[src/hdl/gshare_tournament_branch_predictor_core_assert.svh]
// ----------------------------------------------------------------------------
// Assertion macros for the branch predictor core
// Implication checks on a clock with a synchronous active-low reset.
// ----------------------------------------------------------------------------
`ifndef GSHARE_TOURNAMENT_BRANCH_PREDICTOR_CORE_ASSERT_SVH
`define GSHARE_TOURNAMENT_BRANCH_PREDICTOR_CORE_ASSERT_SVH

// same-cycle implication
`define GTBP_ASSERT_NOW(label, clk, rst_n, ante, cons) \
    label: assert property (@(posedge clk) disable iff (!rst_n) (ante) |-> (cons)) \
        else $error("gtbp assertion failed");

// next-cycle implication
`define GTBP_ASSERT_NEXT(label, clk, rst_n, ante, cons) \
    label: assert property (@(posedge clk) disable iff (!rst_n) (ante) |=> (cons)) \
        else $error("gtbp assertion failed");

`endif

[src/hdl/gtbp_pkg.sv]
// ----------------------------------------------------------------------------
// gtbp_pkg
// Shared types, codes and helper functions of the branch predictor core.
// ----------------------------------------------------------------------------
package gtbp_pkg;

    // predictor modes
    typedef enum logic [1:0] {
        MODE_STATIC = 2'd0,
        MODE_GSHARE = 2'd1,
        MODE_TOURN  = 2'd2,
        MODE_RSVD   = 2'd3
    } t_mode;

    // operation codes of an input word
    typedef enum logic {
        OP_PREDICT = 1'b0,
        OP_TRAIN   = 1'b1
    } t_op;

    // configuration register indexes
    typedef enum logic [1:0] {
        CFG_MODE  = 2'd0,
        CFG_GBITS = 2'd1,
        CFG_LBITS = 2'd2,
        CFG_PBITS = 2'd3
    } t_cfg_idx;

    // controller states
    typedef enum logic [1:0] {
        S_CLEAR,
        S_IDLE,
        S_LOC,
        S_EXEC
    } t_state;

    // controller to datapath
    typedef struct packed {
        logic clr;     // table clearing write this cycle
        logic accept;  // input word taken, first table reads
        logic rd_loc;  // local counter read
        logic exec;    // evaluate, update tables, load result
    } t_cmd;

    // datapath to controller
    typedef struct packed {
        logic clr_last;   // clearing pass at its last entry
        logic out_block;  // result register full and not drained, current word a predict
    } t_status;

    localparam int unsigned CFG_W      = 4;
    localparam logic [1:0]  CTR_WEAK_NT = 2'd1;
    localparam t_mode       RST_MODE   = MODE_GSHARE;
    localparam logic [3:0]  RST_GBITS  = 4'd13;
    localparam logic [3:0]  RST_LBITS  = 4'd10;
    localparam logic [3:0]  RST_PBITS  = 4'd10;

    // low-bit mask of a width register, clamped to a maximum
    function automatic logic [31:0] f_width_mask(input logic [3:0] bits,
                                                 input int unsigned max_bits);
        logic [4:0] b;
        begin
            if (32'(bits) > max_bits) begin
                b = 5'(max_bits);
            end else begin
                b = {1'b0, bits};
            end
            return (32'd1 << b) - 32'd1;
        end
    endfunction

    // 2-bit saturating counter step
    function automatic logic [1:0] f_bump(input logic [1:0] ctr, input logic up);
        begin
            if (up) begin
                return (ctr == 2'd3) ? ctr : ctr + 2'd1;
            end else begin
                return (ctr == 2'd0) ? ctr : ctr - 2'd1;
            end
        end
    endfunction

endpackage

[src/hdl/gtbp_ctrl.sv]
// ----------------------------------------------------------------------------
// gtbp_ctrl
// Sequencer: table clearing after reset, then accept / local read / execute.
// ----------------------------------------------------------------------------
module gtbp_ctrl (
    input  logic               i_clk,
    input  logic               i_rst_n,
    input  logic               i_in_valid,
    input  gtbp_pkg::t_status  i_status,
    output gtbp_pkg::t_cmd     o_cmd,
    output logic               o_in_ready
);

    gtbp_pkg::t_state r_state;
    gtbp_pkg::t_state n_state;

    // state register
    always_ff @(posedge i_clk) begin
        if (!i_rst_n) begin
            r_state <= gtbp_pkg::S_CLEAR;
        end else begin
            r_state <= n_state;
        end
    end

    // next state
    always_comb begin
        n_state = r_state;
        case (r_state)
            gtbp_pkg::S_CLEAR: begin
                if (i_status.clr_last) n_state = gtbp_pkg::S_IDLE;
            end
            gtbp_pkg::S_IDLE: begin
                if (i_in_valid) n_state = gtbp_pkg::S_LOC;
            end
            gtbp_pkg::S_LOC: begin
                n_state = gtbp_pkg::S_EXEC;
            end
            gtbp_pkg::S_EXEC: begin
                if (!i_status.out_block) n_state = gtbp_pkg::S_IDLE;
            end
            default: n_state = gtbp_pkg::S_CLEAR;
        endcase
    end

    // command outputs
    always_comb begin
        o_cmd      = '0;
        o_in_ready = 1'b0;
        case (r_state)
            gtbp_pkg::S_CLEAR: o_cmd.clr = 1'b1;
            gtbp_pkg::S_IDLE: begin
                o_in_ready   = 1'b1;
                o_cmd.accept = i_in_valid;
            end
            gtbp_pkg::S_LOC:  o_cmd.rd_loc = 1'b1;
            gtbp_pkg::S_EXEC: o_cmd.exec = !i_status.out_block;
            default: o_cmd = '0;
        endcase
    end

endmodule

[config.mk]
export PLATFORM = sky130hd
export DESIGN_NAME = gtbp_ctrl
export DESIGN_NICKNAME = d
export VERILOG_FILES = /design/src/hdl/gshare_tournament_branch_predictor_core_assert.svh /design/src/hdl/gtbp_pkg.sv /design/src/hdl/gtbp_ctrl.sv
export SDC_FILE = /design/constraint.sdc
export NUM_CORES = 1
export LEC_CHECK = 0
export ABC_AREA = 1
export BUFFER_PORTS_ARGS = -buffer_cell sky130_fd_sc_hd__buf_2
export CAP_MARGIN = 20
export CORE_AREA = 2 2 39 41
export CTS_BUF_LIST = sky130_fd_sc_hd__clkbuf_16
export CTS_CLUSTER_SIZE = 8
export DETAILED_ROUTE_END_ITERATION = 8
export DIE_AREA = 0 0 41 43
export PLACE_DENSITY = 0.43
export SLEW_MARGIN = 30
export SYNTH_ARGS = -nofsm -noshare
export SYNTH_HDL_FRONTEND = slang
export SYNTH_SLANG_ARGS = --single-unit
[constraint.sdc]
create_clock -name i_clk -period 1.9 [get_ports i_clk]
set_input_delay 0.095 -clock i_clk [delete_from_list [all_inputs] [get_ports i_clk]]
set_output_delay 0.095 -clock i_clk [all_outputs]
set_load 0.02 [all_outputs]
# Word-level counts from Yosys, hierarchy flattened

Cells that the tools add are included.

Bits in registers: 2
Output and inout bits: 5
Word-level logic and storage cells: 19

Equality and inequality tests: 6
Muxes and demuxes: 9
Reduce and logical (&&, ||, !) cells: 3

Operator list:

| cell               | count |
|---|---|
| $pmux 2 s4         | 1 |
| $mux 2             | 3 |
| $ne 2x2->1 const B | 3 |
| $mux 1             | 5 |
| $eq 2x2->1 const B | 2 |
| $reduce_and 3->1   | 1 |
| $eq 2x1->1 const B | 1 |
| $logic_not 2->1    | 1 |
| $logic_not 1->1    | 1 |

# Longest topological paths before layout

Gate-level depths: netlist (run 1).

Depth in word-level cells: 3
Gate-level depth with buffers: 7

# Worst setup path after synthesis (run 1)

No wires, ideal clock.

Kind: register -> register
From: register r_state[1]
To: register r_state[1]
Arrival time: 1.013 ns
Required time: 1.790 ns
Path slack: 0.777 ns
Stages on the path, launching flop included: 8
Path buffers: 0
Path through: dfxtp_1 > inv_1 > ha_1 > nand2_2 > nand3_2 > nand2_1 > inv_1 > nor2_1

Cells in the longest elaborated chain, start to end: 3
Elaborated cells on any way between the ends: 9
Those cells by class: 6 x eq/ne; 1 x mux; 2 x reduce/logical

RTL lines:

| item                                     | line            | RTL |
|---|---|---|
| from (decl)                              | gtbp_ctrl.sv:14 | `gtbp_pkg::t_state r_state;` |
| from (signal assigned)                   | gtbp_ctrl.sv:20 | `r_state <= gtbp_pkg::S_CLEAR;` |
| from (signal assigned)                   | gtbp_ctrl.sv:22 | `r_state <= n_state;` |
| $eq 2x2->1, or another cell as far along | gtbp_ctrl.sv:29 | `case (r_state)` |
| $ne 2x2->1 (no source line)              | --              |  |
| $reduce_and 3->1 (no source line)        | --              |  |

Parallel ways exist; a longest one is shown, timed or not.
A chain may end at the register's enable or synchronous reset.

==> flow_summary.yaml, run 1 <==
cts:
  cts_buffer_depth: 2
  clock-sinks: 2
  insertion_delay_ns: 0.22
  ctsHoldBuffers: 0
  post_cts_resize_count: 0
  post-cts-setup-buffer-count: 0
  numCtsBuffers: 3
  root_buffer: "clkbuf_16"
  cts_tree: "yes"
  clkTransAtPathRegs_ns: 0.03
  h-tree-depth: 1
timing:
  timing.fmax_mhz: 813
  fin_hold_ws_ns: 0.118
  timing.final.ws_setup_ns: 0.670
  setup_tns_ns: 0
  relSlewSlack_pct: 90.3
  post-route-min-period_ns: 1.23
  tightest_slew_ns: 0.145
  fin_crit_sh_pct: 64.7
  hold_violations: 0
  slew_viol_final: 0
  setup_viol: 0
  rsz0062_at_grt: "false"
  clock_skew_ns: 0.00176
power_and_ir_drop:
  seqPwrFrac_pct: 12.0
  combPwrFrac_pct: 38.7
  p_leak_nw: 0.220
  pwr_density_cell_nw_per_um2: 1810
  swShare_pct: 34.5
  clockPowerShare_pct: 49.3
  total_power_uw: 639
  irDropWorstVdd_mv: 0.621
  p_switching_uw: 220
  p_int_uw: 419
yosys:
  syn_area_per_cell_um2: 7.09
  synthesis.nets: 40
  seq_area_frac_synth_pct: 18.8
  ys_warn_count: 0
  syn_inst: 30
  syn_area_um2: 213
  ys_ff_latch: 2
  ys_types: 9
routing:
  vias: 198
  drt-total-wl_um: 412
  drt_first_pass_iters: 1
  drc_errors: 0
  drt-vias-per-instance: 3.41
  ant_nets: 0
  first_iter_violations: 0
  avgRoutedWirePerCell_um: 7.10
grt:
  grtUsageMet2_pct: 6.25
  antenna_found_initial: 0
  use_met3_pct: 3.14
  grt_use_total_pct: 6.01
  busiest_layer: "met4"
  grt_max_degree: 5
  grt_pass1_wl_um: 621
  met1_usage_pct: 7.01
  overflow: 0
  grt_pass1_vias: 160
placed_design:
  dp_cells: 55
  hpwlAfterDp_um: 336
  port_buffers: 9
  gp_congestion: 0.600
  place_ws_ns: 0.770
run_status:
  status: "finished, final reports clean"
layout:
  drive_gt1_share_pct: 38.1
  fillCellCount: 153
  reg_top3: "r_state: 2 flops"
  regArea_um2: 40.0
  top_register: "r_state"
  fin_cells: 58
  multi_input_area_um2: 139
  nets: 54
  largest_reg_flops: 2
  syn2layout_area_growth_pct: 65.9
  diodes: 0
floorplanning:
  core-area_um2: 1380
  chipWidth_um: 41
  die-area_um2: 1760
  fp-row-count: 14
  die_h_um: 43
  initial_core_util_pct: 15.4
  boundaryPins: 10
setup_path:
  cp_cell_sequence: "inv_1 > ha_1 > nand2_1 > inv_1 > buf_2"
  slowest_stage: "dfxtp_1"
  critical_path.endpoint_type: "output port"
  path_common_cell: "inv_1"
  startpoint_type: "register"
  arrival_ns: 1.13
  critical_path.max_fanout: 4
  path_delay_family: "flip-flops"
  path_class: "register to output port"
  cp_num_buf_inv: 3
  cp.required_ns: 1.80
  critPathMaxStageDelay_ns: 0.35
hold_path:
  hold_class: "primary input to register"
job:
  drv_cap: 0
[layout make-up]
| class | count | share of cell area (%) |
|---|---|---|
| tap | 16 | 5.67 |
| inverter | 9 | 9.57 |
| sequential | 2 | 11.3 |
| timing repair buffer | 9 | 12.8 |
| multi-input combinational | 19 | 39.4 |
| clock buffer | 3 | 21.3 |
[metal layers]
| layer | share of wire (%) | up-vias |
|---|---|---|
| li1 | - | 112 |
| met1 | 48 | 74 |
| met2 | 37 | 10 |
| met3 | 10 | 2 |
| met4 | 3.6 | 0 |
| met5 | 0 | - |
[cells by family (layout without fill, tap and decap cells)]
kind of cell	count (synthesis)	in the layout	synth area share, %
adders and majority gates	5	5	29.4
buffers and inverters	9	21	15.9
DFF	2	2	18.8
and+or+nand+nor	14	14	35.9
[worst paths after layout]
kind / from / endpoint / slack [ns] / depth (start not counted)
hold / removal: i_rst_n / r_state[0]$_SDFFE_PN0P_ / 0.12 / 3
setup / recovery: r_state[1]$_SDFFE_PN0P_ / o_cmd[2] / 0.67 / 5
hold reg to reg: r_state[1]$_SDFFE_PN0P_ / r_state[1]$_SDFFE_PN0P_ / 0.64 / 4
setup reg to reg: r_state[0]$_SDFFE_PN0P_ / r_state[1]$_SDFFE_PN0P_ / 0.77 / 6
[power by group through the flow]
stage | Sequential (mW) | Clock (mW) | Combinational [mW]
4_1_cts | 0.0771 | 0.319 | 0.252
2_1_floorplan | 0.0733 | 0 | 0.197
5_1_grt | 0.0793 | 0.322 | 0.281
6_report | 0.0768 | 0.315 | 0.247
3_5_place_dp | 0.0777 | 0 | 0.251
3_3_place_gp | 0.0769 | 0 | 0.251
[per-stage QoR]
stage	util, %	cell area (µm²)
2_1_floorplan	-	213
3_3_place_gp	20.1	278
3_5_place_dp	20.1	278
4_1_cts	25.5	353
5_1_grt	25.5	353
6_report	25.5	353
[cells in the mapped netlist (all sizes together)]
master | number | area (µm²)
nor2 | 3 | 11.3
nand3 | 1 | 10.0
nand4 | 2 | 12.5
nand2 | 8 | 42.5
dfxtp | 2 | 40.0
ha | 5 | 62.6
inv | 9 | 33.8
[placed cells by master (no fill, tap or decap)]
cell type and count:
nand2_1 5, ha_1 5, nand3_2 1, buf_2 9, dfxtp_1 2, nand2_2 2, nand4_1 2, inv_1 9
nor2_1 3, clkbuf_16 3, nand2_4 1
[tightest hold or removal path, delay by kind of cell]
kind	cells	cell delay, ns
buffers and inverters	1	0.10
and+or+nand+nor	2	0.09
Note: power is estimated with default switching activity, not from simulation.
==> run 2: changes to the inputs <==
Settings changed: ABC_AREA 1 to 0, PLACE_DENSITY 0.43 to 0.41.
Clock period 1.9 ns to 1.05 ns, I/O delays scaled along.
==> flow_summary.yaml, run 2 <==
timing:
  timing.final.ws_setup_ns: -0.289
  tightest_slew_ns: 0.305
  timing.fmax_mhz: 747
  hold_violations: 0
  relSlewSlack_pct: 79.7
  slew_viol_final: 0
  post-route-min-period_ns: 1.34
  rsz0062_at_grt: "true"
  fin_crit_sh_pct: 128
  setup_viol: 6
  clock_skew_ns: 0.0000362
  fin_hold_ws_ns: 0.118
cts:
  clock-sinks: 2
  numCtsBuffers: 3
  cts_tree: "yes"
  h-tree-depth: 1
  clkTransAtPathRegs_ns: 0.03
  cts_buffer_depth: 2
  insertion_delay_ns: 0.22
  root_buffer: "clkbuf_16"
  ctsHoldBuffers: 0
yosys:
  synthesis.nets: 30
  synth.top_cell.area_share_pct: 35.0
  seq_area_frac_synth_pct: 22.4
  synth_most_common_cell: "ha_1"
  syn_inst: 20
  synth_top_cell_by_area: "ha_1"
  ys_ff_latch: 2
  ys_warn_count: 0
  synth.top_cells.by_area: "ha_1 (35%), dfxtp_1 (22%), mux2i_1 (11%)"
  syn_area_per_cell_um2: 8.95
  netlist_top_cells_count: "ha_1 (5), inv_1 (4), nand2_1 (3)"
  syn_area_um2: 179
  synth-edff-count: 0
  ys_types: 9
  synth_flop_cell: "dfxtp_1"
  synth-async-reset-ratio_pct: 0
setup_path:
  cp_num_buf_inv: 2
  cp_cell_sequence: "inv_4 > ha_4 > a222oi_1 > buf_4 > mux2i_1"
  critical_path.endpoint_type: "register"
  cp.required_ns: 1.18
  arrival_ns: 1.47
  path_class: "register to register"
  slowest_stage: "dfxtp_2"
  path_delay_family: "flip-flops"
  critical_path.max_fanout: 3
  startpoint_type: "register"
  critPathMaxStageDelay_ns: 0.35
layout:
  nets: 52
  diodes: 0
  drive_gt1_share_pct: 75.0
  largest_reg_flops: 2
  layout_commonest_cell: "buf_6"
  fin_util_pct: 34.3
  layout_common_cells: "buf_6 (7), buf_2 (5), buf_4 (5)"
  reg_top3: "r_state: 2 flops"
  top_register: "r_state"
  syn2layout_area_growth_pct: 165
power_and_ir_drop:
  irDropWorstVdd_mv: 1.16
  pwr_density_cell_nw_per_um2: 2880
  p_leak_nw: 0.223
hold_path:
  hold_class: "primary input to register"
routing:
  drt-total-wl_um: 522
  ant_nets: 0
  drt-vias-per-instance: 3.70
  drt_first_pass_iters: 4
  first_iter_violations: 8
  drc_errors: 0
  vias: 207
  avgRoutedWirePerCell_um: 9.32
floorplanning:
  core-area_um2: 1380
  die_h_um: 43
  boundaryPins: 10
  fp-row-count: 14
  initial_core_util_pct: 12.9
  chipWidth_um: 41
  die-area_um2: 1760
grt:
  grt_max_degree: 5
  grt_pass1_wl_um: 703
  overflow: 0
  antenna_found_initial: 0
  grt_use_total_pct: 6.71
  grt_pass1_vias: 197
job:
  drv_cap: 0
run_status:
  violations: "negative setup slack"
  status: "finished, violations left"
placed_design:
  gp_congestion: 0.659
  port_buffers: 9
[run 2: cell count changes after synthesis, sizes merged]
cell / delta
inv: -5
nor2b: +1
a222oi: +1
nand2: -5
nor2: -3
nand4: -2
and2: +1
nand2b: +1
nand3: -1
mux2i: +2
[run 2: path summary, 6_finish.rpt]
| check | slack (ns) | endpoint | start | cells past startpoint |
|---|---|---|---|---|
| setup reg to reg | -0.29 | r_state[1]$_SDFFE_PN0P_ | r_state[1]$_SDFFE_PN0P_ | 5 |
| setup / recovery | -0.29 | r_state[1]$_SDFFE_PN0P_ | r_state[1]$_SDFFE_PN0P_ | 5 |
| hold reg to reg | 0.61 | r_state[1]$_SDFFE_PN0P_ | r_state[1]$_SDFFE_PN0P_ | 3 |
| hold / removal | 0.12 | r_state[0]$_SDFFE_PN0P_ | i_rst_n | 3 |
[run 2: layout make-up]
cell class	count	area [µm²]
fillers	151	910
multi-input cells	14	173
repair buffers	17	141
clock buffers	3	75.1
flip-flops and latches	2	45.0
inverters	4	20.0
well taps	16	20.0
[run 2: what timing repair did]
action | 4_1_cts | 5_1_grt
hold endpoints to repair | 0 | 0
gates resized for setup | 16 | 5
endpoints found under the setup margin | 6 | 6
buffers inserted | 3 | 2
pin swaps | 1 | 2
[run 2: kinds of logic after synthesis]
logic type / after synthesis / synth area share, %
AOI/OAI and AO/OA: 1 / 5.59
adders and majority gates: 5 / 35.0
muxes: 2 / 11.2
DFF: 2 / 22.4
buffers and inverters: 4 / 8.39
and+or+nand+nor: 6 / 17.5
[run 2: metal layers]
metal,global-route usage [%],vias up,routed length [µm]
li1,-,106,-
met3,4.71,0,49
met2,9.38,10,264
met1,6.05,91,208
met4,6.00,0,0
met5,0,-,0
[run 2: through the flow]
stage	std cells	cell area, µm²	setup slack [ns]	total power, mW	setup TNS [ns]
global placement	50	309	-0.279	0.609	-0.550
detailed placement	50	309	-0.316	0.632	-0.612
finish	56	474	-0.289	1.36	-1.04
CTS	56	459	-0.307	1.37	-1.11
floorplan	20	206	-0.269	0.448	-0.539
global route	56	474	-0.391	1.44	-1.38
[run 2: worst min-delay path: stages]
cell and delay (ns):
buf_2 0.12, nand2_1 0.06, mux2i_1 0.05
[run 2: power by group]
group | switching (mW) | internal, mW
Sequential | 0.0467 | 0.116
Combinational | 0.268 | 0.372
Clock | 0.0783 | 0.484
Total | 0.393 | 0.971
